--- config.mk ---
export PLATFORM = sky130hd
export DESIGN_NAME = keyed_frame_encoder_crc16_flat
export DESIGN_NICKNAME = d
export VERILOG_FILES = /design/src/design/kfe_pkg.sv /design/src/design/kfe_if.sv /design/src/design/keyed_frame_encoder_crc16.sv /design/src/design/kfe_front.sv /design/src/design/kfe_queue.sv /design/src/design/kfe_back.sv /design/src/flat_wrapper.sv
export SDC_FILE = /design/constraint.sdc
export NUM_CORES = 1
export LEC_CHECK = 0
export ABC_AREA = 0
export BUFFER_PORTS_ARGS = -buffer_cell sky130_fd_sc_hd__buf_4
export CAP_MARGIN = 5
export CORE_UTILIZATION = 43
export CTS_CLUSTER_DIAMETER = 150
export DETAILED_ROUTE_END_ITERATION = 8
export SKIP_LAST_GASP = 1
export SLEW_MARGIN = 30
export SYNTH_ARGS = -nofsm -noshare
export SYNTH_HDL_FRONTEND = slang
export SYNTH_SLANG_ARGS = --single-unit
--- constraint.sdc ---
create_clock -name clk -period 10.95 [get_ports clk]
set_input_delay 1.095 -clock clk [delete_from_list [all_inputs] [get_ports clk]]
set_output_delay 1.095 -clock clk [all_outputs]
set_load 0.02 [all_outputs]
--- src/design/kfe_pkg.sv ---
`timescale 1ns / 1ps
// ----------------------------------------------------------------------------
// kfe_pkg
// Shared types, constants and the CRC-16/CCITT-FALSE byte update.
// ----------------------------------------------------------------------------
package kfe_pkg;

  localparam logic [7:0]  SYNC_BYTE = 8'hA5;
  localparam logic [15:0] CRC_INIT  = 16'hFFFF;
  localparam logic [15:0] CRC_POLY  = 16'h1021;

  // second key tap sits this many bytes further on, modulo 16
  localparam logic [3:0]  KEY_OFFSET = 4'd7;

  localparam int QUEUE_DEPTH = 4;
  localparam int QUEUE_AW    = $clog2(QUEUE_DEPTH);

  localparam int CFG_IDX_W  = 2;
  localparam int CFG_DATA_W = 64;
  localparam logic [CFG_IDX_W-1:0] REG_KEY_LOW     = 2'd0;
  localparam logic [CFG_IDX_W-1:0] REG_KEY_HIGH    = 2'd1;
  localparam logic [CFG_IDX_W-1:0] REG_MAX_PAYLOAD = 2'd2;

  localparam logic [15:0] MAX_PAYLOAD_RST = 16'd244;

  typedef enum logic [1:0] {
    CMD_REJECT,
    CMD_START,
    CMD_PAYLOAD
  } cmd_kind_t;

  typedef struct packed {
    cmd_kind_t   kind;
    logic [7:0]  plain;        // plaintext byte, goes into the CRC
    logic [7:0]  scr;          // scrambled byte, goes on the wire
    logic [7:0]  frame_type;
    logic [15:0] length;
    logic        last;         // payload byte closes the frame
    logic        empty_frame;  // start with zero length
  } cmd_t;

  function automatic logic [15:0] crc16_feed(input logic [15:0] crc_in,
                                             input logic [7:0]  data);
    logic [15:0] c;
    c = crc_in ^ {data, 8'h00};
    for (int b = 0; b < 8; b++) begin
      if (c[15]) begin
        c = {c[14:0], 1'b0} ^ CRC_POLY;
      end else begin
        c = {c[14:0], 1'b0};
      end
    end
    return c;
  endfunction

endpackage

--- src/design/kfe_if.sv ---
`timescale 1ns / 1ps
// ----------------------------------------------------------------------------
// kfe_in_if / kfe_out_if
// Valid/ready channels for payload items and framed output bytes.
// ----------------------------------------------------------------------------
interface kfe_in_if;
  logic        valid;
  logic        ready;
  logic [7:0]  payload_byte;
  logic [7:0]  frame_type;
  logic [15:0] payload_length;

  modport source (output valid, output payload_byte, output frame_type,
                  output payload_length, input ready);
  modport sink   (input valid, input payload_byte, input frame_type,
                  input payload_length, output ready);
endinterface

interface kfe_out_if;
  logic       valid;
  logic       ready;
  logic [7:0] out_byte;
  logic       frame_end;
  logic       rejected;

  modport source (output valid, output out_byte, output frame_end,
                  output rejected, input ready);
  modport sink   (input valid, input out_byte, input frame_end,
                  input rejected, output ready);
endinterface

--- src/design/keyed_frame_encoder_crc16.sv ---
`timescale 1ns / 1ps
// ----------------------------------------------------------------------------
// keyed_frame_encoder_crc16
// Keyed payload scrambler and framer with CRC-16/CCITT-FALSE trailer.
// ----------------------------------------------------------------------------
// Each accepted input item carries at most one payload byte; the output is
// one framed byte per transfer: sync 0xA5, length low, length high, type,
// scrambled payload, then CRC low and high (frame_end on the CRC high byte).
// The output side moves one byte per cycle unless dout.ready stalls it. A
// payload item gives its byte, a frame start the header plus first byte, a
// last byte adds the CRC, an empty frame gives header and CRC, a reject one
// zero byte. Items go through a registered 4-entry command queue between the
// input classifier and the byte serializer, whose output byte is registered.
// The queue soaks up a header or CRC burst while input arrives at one item
// per cycle, but once it is full the input stalls until the head command is
// done, so back-to-back frames of L bytes each give L+6 output bytes. Write
// the config registers only while no frame is in flight.
// ----------------------------------------------------------------------------
module keyed_frame_encoder_crc16 (
  input  logic                          clk,
  input  logic                          rst,
  input  logic                          cfg_we,
  input  logic [kfe_pkg::CFG_IDX_W-1:0]  cfg_index,
  input  logic [kfe_pkg::CFG_DATA_W-1:0] cfg_data,
  kfe_in_if.sink                        din,
  kfe_out_if.source                     dout
);
  import kfe_pkg::*;

  logic q_full;
  logic q_empty;
  logic push;
  logic pop;
  cmd_t push_cmd;
  cmd_t head;

  kfe_front u_front (
    .clk       (clk),
    .rst       (rst),
    .cfg_we    (cfg_we),
    .cfg_index (cfg_index),
    .cfg_data  (cfg_data),
    .din       (din),
    .q_full    (q_full),
    .push      (push),
    .push_cmd  (push_cmd)
  );

  kfe_queue u_queue (
    .clk      (clk),
    .rst      (rst),
    .push     (push),
    .push_cmd (push_cmd),
    .full     (q_full),
    .pop      (pop),
    .head     (head),
    .empty    (q_empty)
  );

  kfe_back u_back (
    .clk     (clk),
    .rst     (rst),
    .head    (head),
    .q_empty (q_empty),
    .pop     (pop),
    .dout    (dout)
  );

endmodule

--- src/design/kfe_front.sv ---
`timescale 1ns / 1ps
// ----------------------------------------------------------------------------
// kfe_front
// Config registers, frame tracking, length check and payload scrambling.
// ----------------------------------------------------------------------------
module kfe_front (
  input  logic                          clk,
  input  logic                          rst,
  input  logic                          cfg_we,
  input  logic [kfe_pkg::CFG_IDX_W-1:0]  cfg_index,
  input  logic [kfe_pkg::CFG_DATA_W-1:0] cfg_data,
  kfe_in_if.sink                        din,
  input  logic                          q_full,
  output logic                          push,
  output kfe_pkg::cmd_t                 push_cmd
);
  import kfe_pkg::*;

  logic [63:0]  key_low;
  logic [63:0]  key_high;
  logic [15:0]  max_payload;
  logic         in_frame;
  logic [15:0]  byte_index;
  logic [15:0]  frame_length;

  logic [127:0] key_all;
  logic [15:0]  idx;
  logic [15:0]  idx_inc;
  logic [3:0]   k0;
  logic [3:0]   k1;
  logic [7:0]   scr;
  logic         too_long;

  assign din.ready = !q_full;
  assign push      = din.valid && din.ready;

  always_comb begin
    key_all  = {key_high, key_low};
    idx      = in_frame ? byte_index : 16'd0;
    idx_inc  = idx + 16'd1;
    k0       = idx[3:0];
    k1       = idx[3:0] + KEY_OFFSET;
    scr      = din.payload_byte ^ key_all[{k0, 3'b000} +: 8]
             ^ key_all[{k1, 3'b000} +: 8] ^ idx[7:0];
    too_long = din.payload_length > max_payload;

    push_cmd.plain       = din.payload_byte;
    push_cmd.scr         = scr;
    push_cmd.frame_type  = din.frame_type;
    push_cmd.length      = din.payload_length;
    push_cmd.empty_frame = din.payload_length == 16'd0;
    if (in_frame) begin
      push_cmd.kind = CMD_PAYLOAD;
      push_cmd.last = idx_inc == frame_length;
    end else begin
      push_cmd.kind = too_long ? CMD_REJECT : CMD_START;
      push_cmd.last = din.payload_length == 16'd1;
    end
  end

  always_ff @(posedge clk) begin
    if (rst) begin
      key_low      <= '0;
      key_high     <= '0;
      max_payload  <= MAX_PAYLOAD_RST;
      in_frame     <= 1'b0;
      byte_index   <= '0;
      frame_length <= '0;
    end else begin
      if (cfg_we) begin
        unique case (cfg_index)
          REG_KEY_LOW:     key_low     <= cfg_data;
          REG_KEY_HIGH:    key_high    <= cfg_data;
          REG_MAX_PAYLOAD: max_payload <= cfg_data[15:0];
          default: ;
        endcase
      end
      if (push) begin
        if (in_frame) begin
          if (push_cmd.last) begin
            in_frame   <= 1'b0;
            byte_index <= '0;
          end else begin
            byte_index <= idx_inc;
          end
        end else if (!too_long) begin
          frame_length <= din.payload_length;
          // first payload byte rides on the start item
          in_frame     <= din.payload_length > 16'd1;
          byte_index   <= (din.payload_length > 16'd1) ? 16'd1 : 16'd0;
        end
      end
    end
  end

endmodule

--- src/design/kfe_queue.sv ---
`timescale 1ns / 1ps
// ----------------------------------------------------------------------------
// kfe_queue
// Short command queue between the front and the byte serializer.
// ----------------------------------------------------------------------------
module kfe_queue (
  input  logic          clk,
  input  logic          rst,
  input  logic          push,
  input  kfe_pkg::cmd_t push_cmd,
  output logic          full,
  input  logic          pop,
  output kfe_pkg::cmd_t head,
  output logic          empty
);
  import kfe_pkg::*;

  cmd_t                mem [QUEUE_DEPTH];
  logic [QUEUE_AW-1:0] wr_ptr;
  logic [QUEUE_AW-1:0] rd_ptr;
  logic [QUEUE_AW:0]   count;

  assign full  = count == QUEUE_AW'(0) + (QUEUE_AW+1)'(QUEUE_DEPTH);
  assign empty = count == '0;
  assign head  = mem[rd_ptr];

  always_ff @(posedge clk) begin
    if (push) begin
      mem[wr_ptr] <= push_cmd;
    end
  end

  always_ff @(posedge clk) begin
    if (rst) begin
      wr_ptr <= '0;
      rd_ptr <= '0;
      count  <= '0;
    end else begin
      if (push) begin
        wr_ptr <= wr_ptr + QUEUE_AW'(1);
      end
      if (pop) begin
        rd_ptr <= rd_ptr + QUEUE_AW'(1);
      end
      if (push && !pop) begin
        count <= count + (QUEUE_AW+1)'(1);
      end else if (pop && !push) begin
        count <= count - (QUEUE_AW+1)'(1);
      end
    end
  end

  a_no_overflow: assert property (@(posedge clk) disable iff (rst)
    full |-> !push)
    else $error("queue written while full");

  a_no_underflow: assert property (@(posedge clk) disable iff (rst)
    empty |-> !pop)
    else $error("queue read while empty");

endmodule

--- src/design/kfe_back.sv ---
`timescale 1ns / 1ps
// ----------------------------------------------------------------------------
// kfe_back
// Expands queued commands into output bytes, one per cycle while dout.ready allows, and runs the CRC.
// ----------------------------------------------------------------------------
module kfe_back (
  input  logic          clk,
  input  logic          rst,
  input  kfe_pkg::cmd_t head,
  input  logic          q_empty,
  output logic          pop,
  kfe_out_if.source     dout
);
  import kfe_pkg::*;

  typedef enum logic [2:0] {
    S_SYNC,
    S_LENLO,
    S_LENHI,
    S_TYPE,
    S_DATA,
    S_CRCLO,
    S_CRCHI,
    S_REJ
  } step_t;

  step_t       step;
  logic        mid;      // partway through the head command
  logic        ov;
  logic [7:0]  ob;
  logic        oend;
  logic        orej;
  logic [15:0] crc;

  step_t       first_step;
  step_t       cur_step;
  step_t       step_next;
  logic        done;
  logic        emit;
  logic        feed;
  logic [7:0]  feed_byte;
  logic [7:0]  byte_val;
  logic [15:0] crc_next;

  assign dout.valid     = ov;
  assign dout.out_byte  = ob;
  assign dout.frame_end = oend;
  assign dout.rejected  = orej;

  always_comb begin
    unique case (head.kind)
      CMD_START:   first_step = S_SYNC;
      CMD_PAYLOAD: first_step = S_DATA;
      CMD_REJECT:  first_step = S_REJ;
      default:     first_step = S_REJ;
    endcase
    cur_step  = mid ? step : first_step;
    emit      = !q_empty && (!ov || dout.ready);
    step_next = cur_step;
    done      = 1'b0;
    feed      = 1'b0;
    feed_byte = head.plain;
    byte_val  = 8'h00;
    unique case (cur_step)
      S_SYNC: begin
        step_next = S_LENLO;
        feed      = 1'b1;
        feed_byte = SYNC_BYTE;
        byte_val  = SYNC_BYTE;
      end
      S_LENLO: begin
        step_next = S_LENHI;
        feed      = 1'b1;
        feed_byte = head.length[7:0];
        byte_val  = head.length[7:0];
      end
      S_LENHI: begin
        step_next = S_TYPE;
        feed      = 1'b1;
        feed_byte = head.length[15:8];
        byte_val  = head.length[15:8];
      end
      S_TYPE: begin
        step_next = head.empty_frame ? S_CRCLO : S_DATA;
        feed      = 1'b1;
        feed_byte = head.frame_type;
        byte_val  = head.frame_type;
      end
      S_DATA: begin
        step_next = S_CRCLO;
        done      = !head.last;
        feed      = 1'b1;
        byte_val  = head.scr;
      end
      S_CRCLO: begin
        step_next = S_CRCHI;
        byte_val  = crc[7:0];
      end
      S_CRCHI: begin
        done     = 1'b1;
        byte_val = crc[15:8];
      end
      S_REJ: begin
        done = 1'b1;
      end
      default: begin
        done = 1'b1;
      end
    endcase
    crc_next = crc16_feed((cur_step == S_SYNC) ? CRC_INIT : crc, feed_byte);
    pop      = emit && done;
  end

  always_ff @(posedge clk) begin
    if (rst) begin
      step <= S_SYNC;
      mid  <= 1'b0;
      ov   <= 1'b0;
      crc  <= CRC_INIT;
    end else begin
      if (emit) begin
        ov   <= 1'b1;
        ob   <= byte_val;
        oend <= (cur_step == S_CRCHI) || (cur_step == S_REJ);
        orej <= cur_step == S_REJ;
        mid  <= !done;
        step <= step_next;
        if (feed) begin
          crc <= crc_next;
        end
      end else if (dout.ready) begin
        ov <= 1'b0;
      end
    end
  end

  a_reject_shape: assert property (@(posedge clk) disable iff (rst)
    ov && orej |-> oend && ob == 8'h00)
    else $error("reject result not closed or not zero");

  a_sync_out: assert property (@(posedge clk) disable iff (rst)
    emit && cur_step == S_SYNC |=> ov && ob == SYNC_BYTE && !oend)
    else $error("frame start did not put out the sync byte");

  a_crc_end: assert property (@(posedge clk) disable iff (rst)
    emit && cur_step == S_CRCLO |=> mid && step == S_CRCHI)
    else $error("CRC low byte not followed by CRC high byte");

endmodule

--- src/flat_wrapper.sv ---
// flat-port wrapper written by rule: the top's interface ports become plain ports
module keyed_frame_encoder_crc16_flat import kfe_pkg::*;
  (clk, rst, cfg_we, cfg_index, cfg_data, din_valid, din_payload_byte, din_frame_type, din_payload_length, din_ready, dout_valid, dout_out_byte, dout_frame_end, dout_rejected, dout_ready);
  kfe_in_if din_i ();
  kfe_out_if dout_i ();
  input  logic clk;
  input  logic rst;
  input  logic cfg_we;
  input  logic [kfe_pkg::CFG_IDX_W-1:0] cfg_index;
  input  logic [kfe_pkg::CFG_DATA_W-1:0] cfg_data;
  input wire logic [$bits(din_i.valid)-1:0] din_valid;
  input wire logic [$bits(din_i.payload_byte)-1:0] din_payload_byte;
  input wire logic [$bits(din_i.frame_type)-1:0] din_frame_type;
  input wire logic [$bits(din_i.payload_length)-1:0] din_payload_length;
  output wire logic [$bits(din_i.ready)-1:0] din_ready;
  output wire logic [$bits(dout_i.valid)-1:0] dout_valid;
  output wire logic [$bits(dout_i.out_byte)-1:0] dout_out_byte;
  output wire logic [$bits(dout_i.frame_end)-1:0] dout_frame_end;
  output wire logic [$bits(dout_i.rejected)-1:0] dout_rejected;
  input wire logic [$bits(dout_i.ready)-1:0] dout_ready;
  assign din_i.valid = din_valid;
  assign din_i.payload_byte = din_payload_byte;
  assign din_i.frame_type = din_frame_type;
  assign din_i.payload_length = din_payload_length;
  assign din_ready = din_i.ready;
  assign dout_valid = dout_i.valid;
  assign dout_out_byte = dout_i.out_byte;
  assign dout_frame_end = dout_i.frame_end;
  assign dout_rejected = dout_i.rejected;
  assign dout_i.ready = dout_ready;
  keyed_frame_encoder_crc16 u_core (.clk(clk), .rst(rst), .cfg_we(cfg_we), .cfg_index(cfg_index), .cfg_data(cfg_data), .din(din_i), .dout(dout_i));
endmodule
==> results of run 1 <==
==> area by class of cell <==
class | instances | area (um^2) | share of cell area [%]
clock inverter | 19 | 220 | 1.04
inverter | 37 | 139 | 0.653
timing repair buffer | 137 | 1030 | 4.86
multi-input combinational | 1187 | 8290 | 39.0
sequential | 393 | 9730 | 45.8
tap | 577 | 722 | 3.39
clock buffer | 54 | 1140 | 5.34
==> layout by cell type (no fill, tap or decap), drive strengths merged, types with 7 or more instances in the layout <==
cell    netlist  layout
a211o        16      16
a211oi       32      32
a21oi       192     192
a22oi        15      15
a31oi        17      17
and3          7       7
buf          51     136
clkbuf       72      55
clkinv        1      14
dfxtp       207     207
edfxtp      186     186
ha           24      24
inv          36      38
mux2i        58      58
mux4         83      83
nand2       373     373
nand3        21      21
nand3b        8       8
nand4         9       9
nor2         91      91
nor2b        31      31
nor3         11      11
nor4         18      18
o211ai       12      12
o21ai        27      27
xnor2        50      50
xor2         14      14
==> state kept, by name, summed over array words and instances, names as in the netlist, named ones only <==
| signal | cells |
|---|---|
| u_core.u_back.crc | 16 |
| u_core.u_queue.rd_ptr | 2 |
| u_core.u_front.in_frame | 1 |
| u_core.u_queue.wr_ptr | 2 |
| u_core.u_back.dout.out_byte | 8 |
| u_core.u_back.dout.frame_end | 1 |
| u_core.u_front.frame_length | 16 |
| u_core.u_front.byte_index | 16 |
| u_core.u_queue.count | 3 |
| u_core.u_back.mid | 1 |
| u_core.u_back.dout.rejected | 1 |
| u_core.u_front.key_low | 64 |
| u_core.u_back.step | 3 |
| u_core.u_back.dout.valid | 1 |
| u_core.u_front.key_high | 64 |
| u_core.u_queue.mem | 176 |
| u_core.u_front.max_payload | 16 |
==> through the flow <==
step	cells	utilization (%)	setup WS, ns	hold slack [ns]	power, mW
floorplan	1740	-	6.82	0.436	2.56
global placement	2331	47.0	6.28	0.446	2.85
detailed placement	2331	47.0	6.19	0.453	2.87
CTS	2404	50.3	6.18	0.462	4.28
global route	2404	50.3	5.75	0.491	4.44
finish	2404	50.3	6.22	0.458	4.24
==> power by group through the flow <==
stage / Sequential (mW) / Clock (mW) / Combinational [mW]
after CTS: 1.79 / 1.44 / 1.05
after global routing: 1.81 / 1.50 / 1.14
final: 1.79 / 1.41 / 1.04
after detailed placement: 1.82 / 0 / 1.04
after floorplan: 1.82 / 0 / 0.744
after global placement: 1.82 / 0 / 1.03
==> path summary, 6_finish.rpt <==
kind                                                                  from                                          to  depth (start not counted)  slack [ns]
worst max-delay path             u_core.u_front.byte_index[0]$_SDFFE_PP0P_   u_core.u_front.byte_index[7]$_SDFFE_PP0P_                         13        6.22
worst min-delay path            u_core.u_front.max_payload[8]$_SDFFE_PP0P_  u_core.u_front.max_payload[8]$_SDFFE_PP0P_                          2        0.46
worst max register to register   u_core.u_front.byte_index[0]$_SDFFE_PP0P_   u_core.u_front.byte_index[7]$_SDFFE_PP0P_                         13        6.22
worst min register to register  u_core.u_front.max_payload[8]$_SDFFE_PP0P_  u_core.u_front.max_payload[8]$_SDFFE_PP0P_                          2        0.46
==> per-layer routing <==
metal  routed length [um]  GRT usage (%)
met1                21800           30.2
met2                24400           37.8
met3                 2210           3.46
met4                 1570           8.83
met5                   10              0
==> worst reg2reg max path, cell delays in order (launching register included) <==
cell	delay [ns]
sky130_fd_sc_hd__dfxtp_2	0.31
sky130_fd_sc_hd__buf_4	0.31
sky130_fd_sc_hd__nand2_2	0.14
sky130_fd_sc_hd__buf_4	0.65
sky130_fd_sc_hd__clkinv_1	0.80
sky130_fd_sc_hd__ha_1	0.55
sky130_fd_sc_hd__nand4_1	0.25
sky130_fd_sc_hd__nor3_2	0.13
sky130_fd_sc_hd__a211oi_1	0.19
sky130_fd_sc_hd__a31oi_1	0.07
sky130_fd_sc_hd__a2111oi_2	0.53
sky130_fd_sc_hd__a31oi_4	0.30
sky130_fd_sc_hd__a21bo_2	0.29
sky130_fd_sc_hd__a21oi_1	0.06
==> logic make-up (layout without fill, tap and decap cells) <==
| kind of cell | after synthesis | after routing | synth area share (%) |
|---|---|---|---|
| mux | 146 | 146 | 13.4 |
| simple gates | 595 | 595 | 14.1 |
| buf+inv | 160 | 247 | 3.57 |
| xor+xnor | 64 | 64 | 3.13 |
| flops | 393 | 393 | 52.2 |
| fa+ha+maj | 25 | 25 | 1.72 |
| compound gates | 357 | 357 | 11.9 |
==> metrics.txt, run 1 <==
# TYPE chip_impl_metric gauge
chip_impl_metric{name="drt_pre_antenna_iters",unit=""} 5
chip_impl_metric{name="power.internal",unit="mW"} 2.97
chip_impl_metric{name="grt_first_pass_wirelength",unit="um"} 77300
chip_impl_metric{name="power.share.clock",unit="%"} 33.2
chip_impl_metric{name="cts.path.max_buffers",unit=""} 3
chip_impl_metric{name="placed_area",unit="mm^2"} 0.0199
chip_impl_info{name="rsz_0062_raised_after_global_routing",value="false"} 1
chip_impl_metric{name="initial_core_util",unit="%"} 44.1
chip_impl_metric{name="timing.fmax",unit="GHz"} 0.211
chip_impl_metric{name="maxCapViolCount",unit=""} 0
chip_impl_metric{name="worst_ir_drop_vdd",unit="uV"} 116
chip_impl_info{name="synth_largest_area_cell",value="sky130_fd_sc_hd__edfxtp_1"} 1
chip_impl_metric{name="critical_path.max_fanout",unit=""} 65
chip_impl_metric{name="drt_iter0_markers",unit=""} 1182
chip_impl_metric{name="finClkSkew",unit="ns"} 0.0126
chip_impl_metric{name="slew_headroom",unit="%"} 37.5
chip_impl_info{name="worst_setup_path_start_kind",value="register"} 1
chip_impl_metric{name="sequential_share_of_the_synthesized_area",unit="%"} 52.2
chip_impl_metric{name="timing.final.crit_period",unit="ns"} 4.73
chip_impl_info{name="synth_commonest_cells",value="sky130_fd_sc_hd__nand2_1 (373), sky130_fd_sc_hd__dfxtp_1 (207), sky130_fd_sc_hd__a21oi_1 (192), sky130_fd_sc_hd__edfxtp_1 (186), sky130_fd_sc_hd__nor2_1 (90)"} 1
chip_impl_metric{name="asyncSetResetFlopFracSynth",unit="%"} 0
chip_impl_metric{name="syn-cell-area",unit="mm^2"} 0.0186
chip_impl_metric{name="worstPathRequired",unit="ns"} 11.36
chip_impl_metric{name="post_cts_buffers",unit=""} 0
chip_impl_metric{name="slew_viol_final",unit=""} 0
chip_impl_info{name="synthFlopType",value="sky130_fd_sc_hd__dfxtp_1"} 1
chip_impl_metric{name="switching_power",unit="mW"} 1.27
chip_impl_metric{name="area_delta_synth_final",unit="%"} 14.1
chip_impl_metric{name="chipWidth",unit="um"} 210
chip_impl_metric{name="endpoints_failing_hold",unit=""} 0
chip_impl_metric{name="post_cts_clock_slew_at_the_launch_and_capture_registers_of_the_worst_setup_and_hold_paths",unit="ns"} 0.06
chip_impl_metric{name="ctsHtreeMaxLevel",unit=""} 2
chip_impl_metric{name="clock-sinks",unit=""} 393
chip_impl_info{name="worstHoldPathType",value="register to register"} 1
chip_impl_metric{name="rows",unit=""} 75
chip_impl_metric{name="pwr_density_cell",unit="mW/mm^2"} 199
chip_impl_metric{name="postSynthCellCount",unit=""} 1740
chip_impl_metric{name="synth.ff_latch_count",unit=""} 393
chip_impl_metric{name="routed-via-count",unit=""} 13500
chip_impl_info{name="tritoncts",value="done"} 1
chip_impl_metric{name="post-dp-hpwl",unit="um"} 34200
chip_impl_metric{name="crit_path_max_incr_delay",unit="ns"} 0.76
chip_impl_info{name="ordered_cell_list_for_the_critical_path",value="buf_4, nand2_2, buf_4, clkinv_1, ha_1, nand4_1, nor3_2, a211oi_1, a31oi_1, a2111oi_2, a31oi_4, a21bo_2, a21oi_1"} 1
chip_impl_metric{name="number_of_flops_mapped_to_enable_cells_by_yosys",unit=""} 186
chip_impl_metric{name="cts-hold-fix-buffers",unit=""} 0
chip_impl_metric{name="synth-warning-count",unit=""} 0
chip_impl_info{name="endpoint_kind",value="register"} 1
chip_impl_metric{name="dieArea",unit="mm^2"} 0.0442
chip_impl_metric{name="min_period_over_period",unit="%"} 43.2
chip_impl_metric{name="port_buffers",unit=""} 114
chip_impl_metric{name="first_global_vias",unit=""} 13300
chip_impl_metric{name="combinational_fraction_of_design_power",unit="%"} 24.5
chip_impl_metric{name="finish.net_count",unit=""} 1926
chip_impl_metric{name="ys_types",unit=""} 76
chip_impl_metric{name="synthesis.nets",unit=""} 1868
chip_impl_metric{name="gr-usage-all-layers",unit="%"} 22.8
chip_impl_metric{name="antenna_violations_before_repair",unit=""} 1
chip_impl_info{name="criticalPathCategory",value="register to register"} 1
chip_impl_metric{name="final_layout_size_suffix_gt1_share",unit="%"} 17.5
chip_impl_metric{name="power.switching_fraction",unit="%"} 30.0
chip_impl_metric{name="worst_slew_pin_slew",unit="ns"} 0.938
chip_impl_metric{name="mean_post_synth_cell_area",unit="um^2"} 10.7
chip_impl_metric{name="proportion_of_netlist_area_held_by_the_largest_area_contributor",unit="%"} 30.0
chip_impl_info{name="critPathMostFrequentCell",value="sky130_fd_sc_hd__buf_4"} 1
chip_impl_metric{name="globalRoute.totalOverflow",unit=""} 0
chip_impl_metric{name="worstSkewPairLatency",unit="ns"} 0.57
chip_impl_metric{name="fin_area",unit="mm^2"} 0.0213
chip_impl_metric{name="finalWeightedCongestion",unit=""} 0.870
chip_impl_info{name="post-synth-top-count-cell",value="sky130_fd_sc_hd__nand2_1"} 1
chip_impl_metric{name="timing.setup.tns",unit="ns"} 0
chip_impl_metric{name="detail_route.wl_per_cell",unit="um"} 20.8
chip_impl_metric{name="grt_max_degree",unit=""} 127
chip_impl_info{name="clock_tree_root_buffer_cell",value="sky130_fd_sc_hd__clkbuf_16"} 1
chip_impl_metric{name="num-fill-cells",unit=""} 3771
chip_impl_metric{name="ant_cells",unit=""} 0
chip_impl_info{name="path_delay_family",value="buffers and inverters"} 1
chip_impl_info{name="outcome",value="finished clean"} 1
chip_impl_metric{name="pin_count",unit=""} 115
chip_impl_metric{name="power.share.sequential",unit="%"} 42.3
chip_impl_metric{name="cts_resized",unit=""} 0
chip_impl_metric{name="drc",unit=""} 0
chip_impl_metric{name="detail_route.vias_per_cell",unit=""} 5.62
chip_impl_metric{name="worst-endpoint-arrival",unit="ns"} 5.14
chip_impl_metric{name="endpoints_failing_setup",unit=""} 0
chip_impl_metric{name="p_leak",unit="nW"} 7.30
chip_impl_info{name="most_area_consuming_cells_after_synthesis",value="sky130_fd_sc_hd__edfxtp_1 (30%), sky130_fd_sc_hd__dfxtp_1 (22%), sky130_fd_sc_hd__mux4_2 (10%)"} 1
chip_impl_metric{name="cts_buffers",unit=""} 42
chip_impl_metric{name="die_h",unit="um"} 210
chip_impl_info{name="slowest_stage",value="sky130_fd_sc_hd__clkinv_1"} 1
chip_impl_metric{name="drt.antenna.violating_nets",unit=""} 0
chip_impl_metric{name="worstPathBufferInverterCount",unit=""} 3
chip_impl_metric{name="wirelength",unit="um"} 50000
chip_impl_metric{name="floorplan.core_area",unit="mm^2"} 0.0423
(Power assumes the default switching activity.)
==> run 2: changes to the inputs <==
--- a/config.mk
+++ b/config.mk
@@ -5,7 +5,7 @@
 export SDC_FILE = /design/constraint.sdc
 export NUM_CORES = 1
 export LEC_CHECK = 0
-export ABC_AREA = 0
+export ABC_AREA = 1
 export BUFFER_PORTS_ARGS = -buffer_cell sky130_fd_sc_hd__buf_4
 export CAP_MARGIN = 5
 export CORE_UTILIZATION = 43
==> constraint.sdc (replaced) <==
create_clock -name clk -period 4.5 [get_ports clk]
set_input_delay 0.45 -clock clk [delete_from_list [all_inputs] [get_ports clk]]
set_output_delay 0.45 -clock clk [all_outputs]
set_load 0.02 [all_outputs]
==> metrics.txt, run 2 <==
# TYPE chip_impl_metric gauge
chip_impl_info{name="outcome",value="finished clean"} 1
chip_impl_metric{name="timing.final.crit_period",unit="ns"} 3.68
chip_impl_metric{name="sequential_share_of_the_synthesized_area",unit="%"} 50.2
chip_impl_metric{name="routed-via-count",unit=""} 17200
chip_impl_metric{name="timing.fmax",unit="GHz"} 0.272
chip_impl_info{name="critPathMostFrequentCell",value="sky130_fd_sc_hd__nand2_1"} 1
chip_impl_metric{name="cts.path.max_buffers",unit=""} 3
chip_impl_metric{name="pin_count",unit=""} 115
chip_impl_metric{name="post_cts_clock_slew_at_the_launch_and_capture_registers_of_the_worst_setup_and_hold_paths",unit="ns"} 0.06
chip_impl_metric{name="dieArea",unit="mm^2"} 0.0459
chip_impl_metric{name="chipWidth",unit="um"} 214
chip_impl_metric{name="synthesis.nets",unit=""} 2638
chip_impl_metric{name="crit_path_max_incr_delay",unit="ns"} 0.48
chip_impl_metric{name="p_leak",unit="nW"} 8.91
chip_impl_metric{name="drt_iter0_markers",unit=""} 1369
chip_impl_info{name="tritoncts",value="done"} 1
chip_impl_info{name="regMostFlops",value="u_core.u_queue.mem"} 1
chip_impl_metric{name="min_period_over_period",unit="%"} 81.7
chip_impl_metric{name="wirelength",unit="um"} 58600
chip_impl_metric{name="cts_resized",unit=""} 0
chip_impl_metric{name="ctsHtreeMaxLevel",unit=""} 2
chip_impl_metric{name="globalRoute.totalOverflow",unit=""} 0
chip_impl_metric{name="synth.ff_latch_count",unit=""} 393
chip_impl_metric{name="power.share.sequential",unit="%"} 39.1
chip_impl_metric{name="maxCapViolCount",unit=""} 0
chip_impl_info{name="endpoint_kind",value="register"} 1
chip_impl_metric{name="power.switching_fraction",unit="%"} 34.9
chip_impl_metric{name="detail_route.vias_per_cell",unit=""} 5.40
chip_impl_info{name="rsz_0062_raised_after_global_routing",value="false"} 1
chip_impl_metric{name="clock-sinks",unit=""} 393
chip_impl_metric{name="worstPathRequired",unit="ns"} 4.79
chip_impl_metric{name="placed_cells",unit=""} 3109
chip_impl_metric{name="endpoints_failing_setup",unit=""} 0
chip_impl_metric{name="post-dp-hpwl",unit="um"} 40000
chip_impl_metric{name="worst_ir_drop_vdd",unit="uV"} 287
chip_impl_metric{name="synth-warning-count",unit=""} 0
chip_impl_metric{name="drc",unit=""} 0
chip_impl_info{name="busiest_layer",value="met2"} 1
chip_impl_metric{name="switching_power",unit="mW"} 3.92
chip_impl_metric{name="cts_buffers",unit=""} 43
chip_impl_info{name="worst_setup_path_start_kind",value="register"} 1
chip_impl_metric{name="gr-usage-all-layers",unit="%"} 25.5
chip_impl_info{name="reg.largest.list",value="u_core.u_queue.mem x176, u_core.u_front.key_high x64, u_core.u_front.key_low x64"} 1
chip_impl_info{name="synthFlopType",value="sky130_fd_sc_hd__dfxtp_1"} 1
chip_impl_metric{name="endpoints_failing_hold",unit=""} 0
chip_impl_metric{name="antenna_violations_before_repair",unit=""} 0
chip_impl_info{name="criticalPathCategory",value="register to register"} 1
chip_impl_metric{name="pwr_density_cell",unit="mW/mm^2"} 506
chip_impl_info{name="layout.cells.most_common",value="sky130_fd_sc_hd__nand2_1"} 1
chip_impl_metric{name="postSynthCellCount",unit=""} 2510
chip_impl_info{name="final_cell_mix",value="sky130_fd_sc_hd__nand2_1 (572), sky130_fd_sc_hd__nor2_1 (358), sky130_fd_sc_hd__o21ai_0 (313)"} 1
chip_impl_metric{name="drt_pre_antenna_iters",unit=""} 8
chip_impl_info{name="ordered_cell_list_for_the_critical_path",value="nand2_4, clkinv_2, ha_1, nand3_1, nor2_1, nand2_1, nor2_1, nand2_1, nand2_1, nand2_1, nand2_1, nand2_1, nor2_2, nand3_4, o41ai_1"} 1
chip_impl_metric{name="combinational_fraction_of_design_power",unit="%"} 29.5
chip_impl_info{name="synth_largest_area_cell",value="sky130_fd_sc_hd__edfxtp_1"} 1
chip_impl_metric{name="finish.net_count",unit=""} 2692
chip_impl_metric{name="detail_route.wl_per_cell",unit="um"} 18.4
chip_impl_metric{name="post-route-worst-setup-slack",unit="ns"} 0.823
chip_impl_metric{name="floorplan.core_area",unit="mm^2"} 0.0443
chip_impl_metric{name="ant_cells",unit=""} 0
chip_impl_metric{name="cts-hold-fix-buffers",unit=""} 0
chip_impl_metric{name="ys_types",unit=""} 44
chip_impl_metric{name="power.internal",unit="mW"} 7.30
chip_impl_metric{name="critical_path.max_fanout",unit=""} 49
chip_impl_metric{name="number_of_flip_flops_under_the_largest_register_name",unit=""} 176
chip_impl_metric{name="final_layout_size_suffix_gt1_share",unit="%"} 9.78
chip_impl_metric{name="worst-endpoint-arrival",unit="ns"} 3.96
chip_impl_info{name="path_delay_family",value="simple AND/OR/NAND/NOR gates"} 1
chip_impl_info{name="post-synth-top-count-cell",value="sky130_fd_sc_hd__nand2_1"} 1
chip_impl_metric{name="proportion_of_netlist_area_held_by_the_largest_area_contributor",unit="%"} 28.8
chip_impl_metric{name="die_h",unit="um"} 214
chip_impl_metric{name="grtUsageMet1",unit="%"} 33.0
chip_impl_metric{name="port_buffers",unit=""} 114
chip_impl_metric{name="worstSkewPairLatency",unit="ns"} 0.58
chip_impl_metric{name="reg2reg_setup_slack",unit="ns"} 0.82
chip_impl_metric{name="timing.setup.tns",unit="ns"} 0
chip_impl_metric{name="worst_slew_pin_slew",unit="ns"} 0.977
chip_impl_metric{name="syn-cell-area",unit="mm^2"} 0.0194
chip_impl_metric{name="first_global_vias",unit=""} 16200
chip_impl_metric{name="slew_headroom",unit="%"} 34.5
chip_impl_metric{name="grt_max_degree",unit=""} 86
chip_impl_metric{name="asyncSetResetFlopFracSynth",unit="%"} 0
chip_impl_info{name="worstHoldPathType",value="primary input to register"} 1
chip_impl_metric{name="area_delta_synth_final",unit="%"} 14.3
chip_impl_metric{name="finalWeightedCongestion",unit=""} 0.910
chip_impl_info{name="synth_commonest_cells",value="sky130_fd_sc_hd__nand2_1 (573), sky130_fd_sc_hd__nor2_1 (362), sky130_fd_sc_hd__o21ai_0 (314), sky130_fd_sc_hd__nand3_1 (237), sky130_fd_sc_hd__dfxtp_1 (207)"} 1
chip_impl_metric{name="initial_core_util",unit="%"} 43.7
chip_impl_info{name="clock_tree_root_buffer_cell",value="sky130_fd_sc_hd__clkbuf_16"} 1
chip_impl_metric{name="final_cell_count_no_fill",unit=""} 3188
chip_impl_info{name="slowest_stage",value="sky130_fd_sc_hd__nor2_1"} 1
chip_impl_metric{name="power.share.clock",unit="%"} 31.4
chip_impl_metric{name="drt.antenna.violating_nets",unit=""} 0
chip_impl_metric{name="grt_first_pass_wirelength",unit="um"} 92300
chip_impl_info{name="most_area_consuming_cells_after_synthesis",value="sky130_fd_sc_hd__edfxtp_1 (29%), sky130_fd_sc_hd__dfxtp_1 (21%), sky130_fd_sc_hd__nand2_1 (11%)"} 1
chip_impl_metric{name="slew_viol_final",unit=""} 0
chip_impl_metric{name="finClkSkew",unit="ns"} 0.0269
chip_impl_metric{name="number_of_flops_mapped_to_enable_cells_by_yosys",unit=""} 186
chip_impl_metric{name="rows",unit=""} 77
chip_impl_metric{name="dpl_worst_slack",unit="ns"} 0.920
chip_impl_metric{name="mean_post_synth_cell_area",unit="um^2"} 7.72
chip_impl_metric{name="met3_usage",unit="%"} 2.87
chip_impl_metric{name="worstPathBufferInverterCount",unit=""} 1
chip_impl_metric{name="grt_util_met2",unit="%"} 43.8
chip_impl_metric{name="post_cts_buffers",unit=""} 0
-- run 2: cell types whose count changed in the layout (fill, tap and decap cells not counted), moves of 30 or more --
cell	delta
sky130_fd_sc_hd__inv_1	+128
sky130_fd_sc_hd__nor2_1	+268
sky130_fd_sc_hd__mux2i_1	-58
sky130_fd_sc_hd__a211oi_1	-30
sky130_fd_sc_hd__o21ai_0	+292
sky130_fd_sc_hd__nor2b_1	-31
sky130_fd_sc_hd__mux4_2	-83
sky130_fd_sc_hd__xnor2_1	-37
sky130_fd_sc_hd__nand3_1	+216
sky130_fd_sc_hd__nand2_1	+200
sky130_fd_sc_hd__a21oi_1	-63
-- run 2: logic make-up (layout without fill, tap and decap cells) --
logic type                 count (synthesis)  in the layout  synth area share (%)
AOI/OAI and AO/OA                        525            525                  14.6
adders and majority gates                 25             25                  1.65
xor gates and xnor gates                  26             26                  1.21
DFF                                      393            393                  50.2
and+or+nand+nor                         1218           1218                  25.8
buffers and inverters                    323            409                  6.51
-- run 2: power groups by stage --
stage | Clock [mW] | Sequential (mW) | Combinational (mW)
after detailed placement | 0 | 4.46 | 3.30
after global placement | 0 | 4.45 | 3.24
final | 3.52 | 4.38 | 3.31
after CTS | 3.58 | 4.38 | 3.31
after global routing | 3.71 | 4.42 | 3.73
after floorplan | 0 | 4.47 | 2.19
-- run 2: cell type report --
cell class              instances  area, um^2
flip-flops and latches        393        9730
clock inverters                18         166
fillers                      4344       22200
clock buffers                  59        1220
inverters                     181         684
repair buffers                151        1170
well taps                     592         741
multi-input cells            1794        8430
-- run 2: path summary, 6_finish.rpt --
kind / startpoint / endpoint / cells past startpoint
worst min register to register: u_core.u_front.max_payload[3]$_SDFFE_PP0P_ / u_core.u_front.max_payload[3]$_SDFFE_PP0P_ / 2
worst max-delay path: u_core.u_front.in_frame$_SDFFE_PP0P_ / u_core.u_queue.mem[3][1]$_DFFE_PP_ / 15
worst max register to register: u_core.u_front.in_frame$_SDFFE_PP0P_ / u_core.u_queue.mem[3][1]$_DFFE_PP_ / 15
worst min-delay path: din_frame_type[0] / u_core.u_queue.mem[2][18]$_DFFE_PP_ / 1
-- run 2: metal layers --
metal,wire (um),up-vias
met3,2550,106
met2,28400,446
met1,25700,8139
met5,0,-
li1,-,8513
met4,1990,0
-- run 2: per-stage QoR --
stage          area (um^2)  power, mW  util [%]  hold slack (ns)
4_1_cts              22100       11.3      49.9           0.0614
5_1_grt              22100       11.9      50.0           0.0740
3_5_place_dp         20700       7.75      46.7            0.459
2_1_floorplan        19400       6.66         -            0.433
6_report             22100       11.2      50.0           0.0893
3_3_place_gp         20700       7.69      46.7            0.452
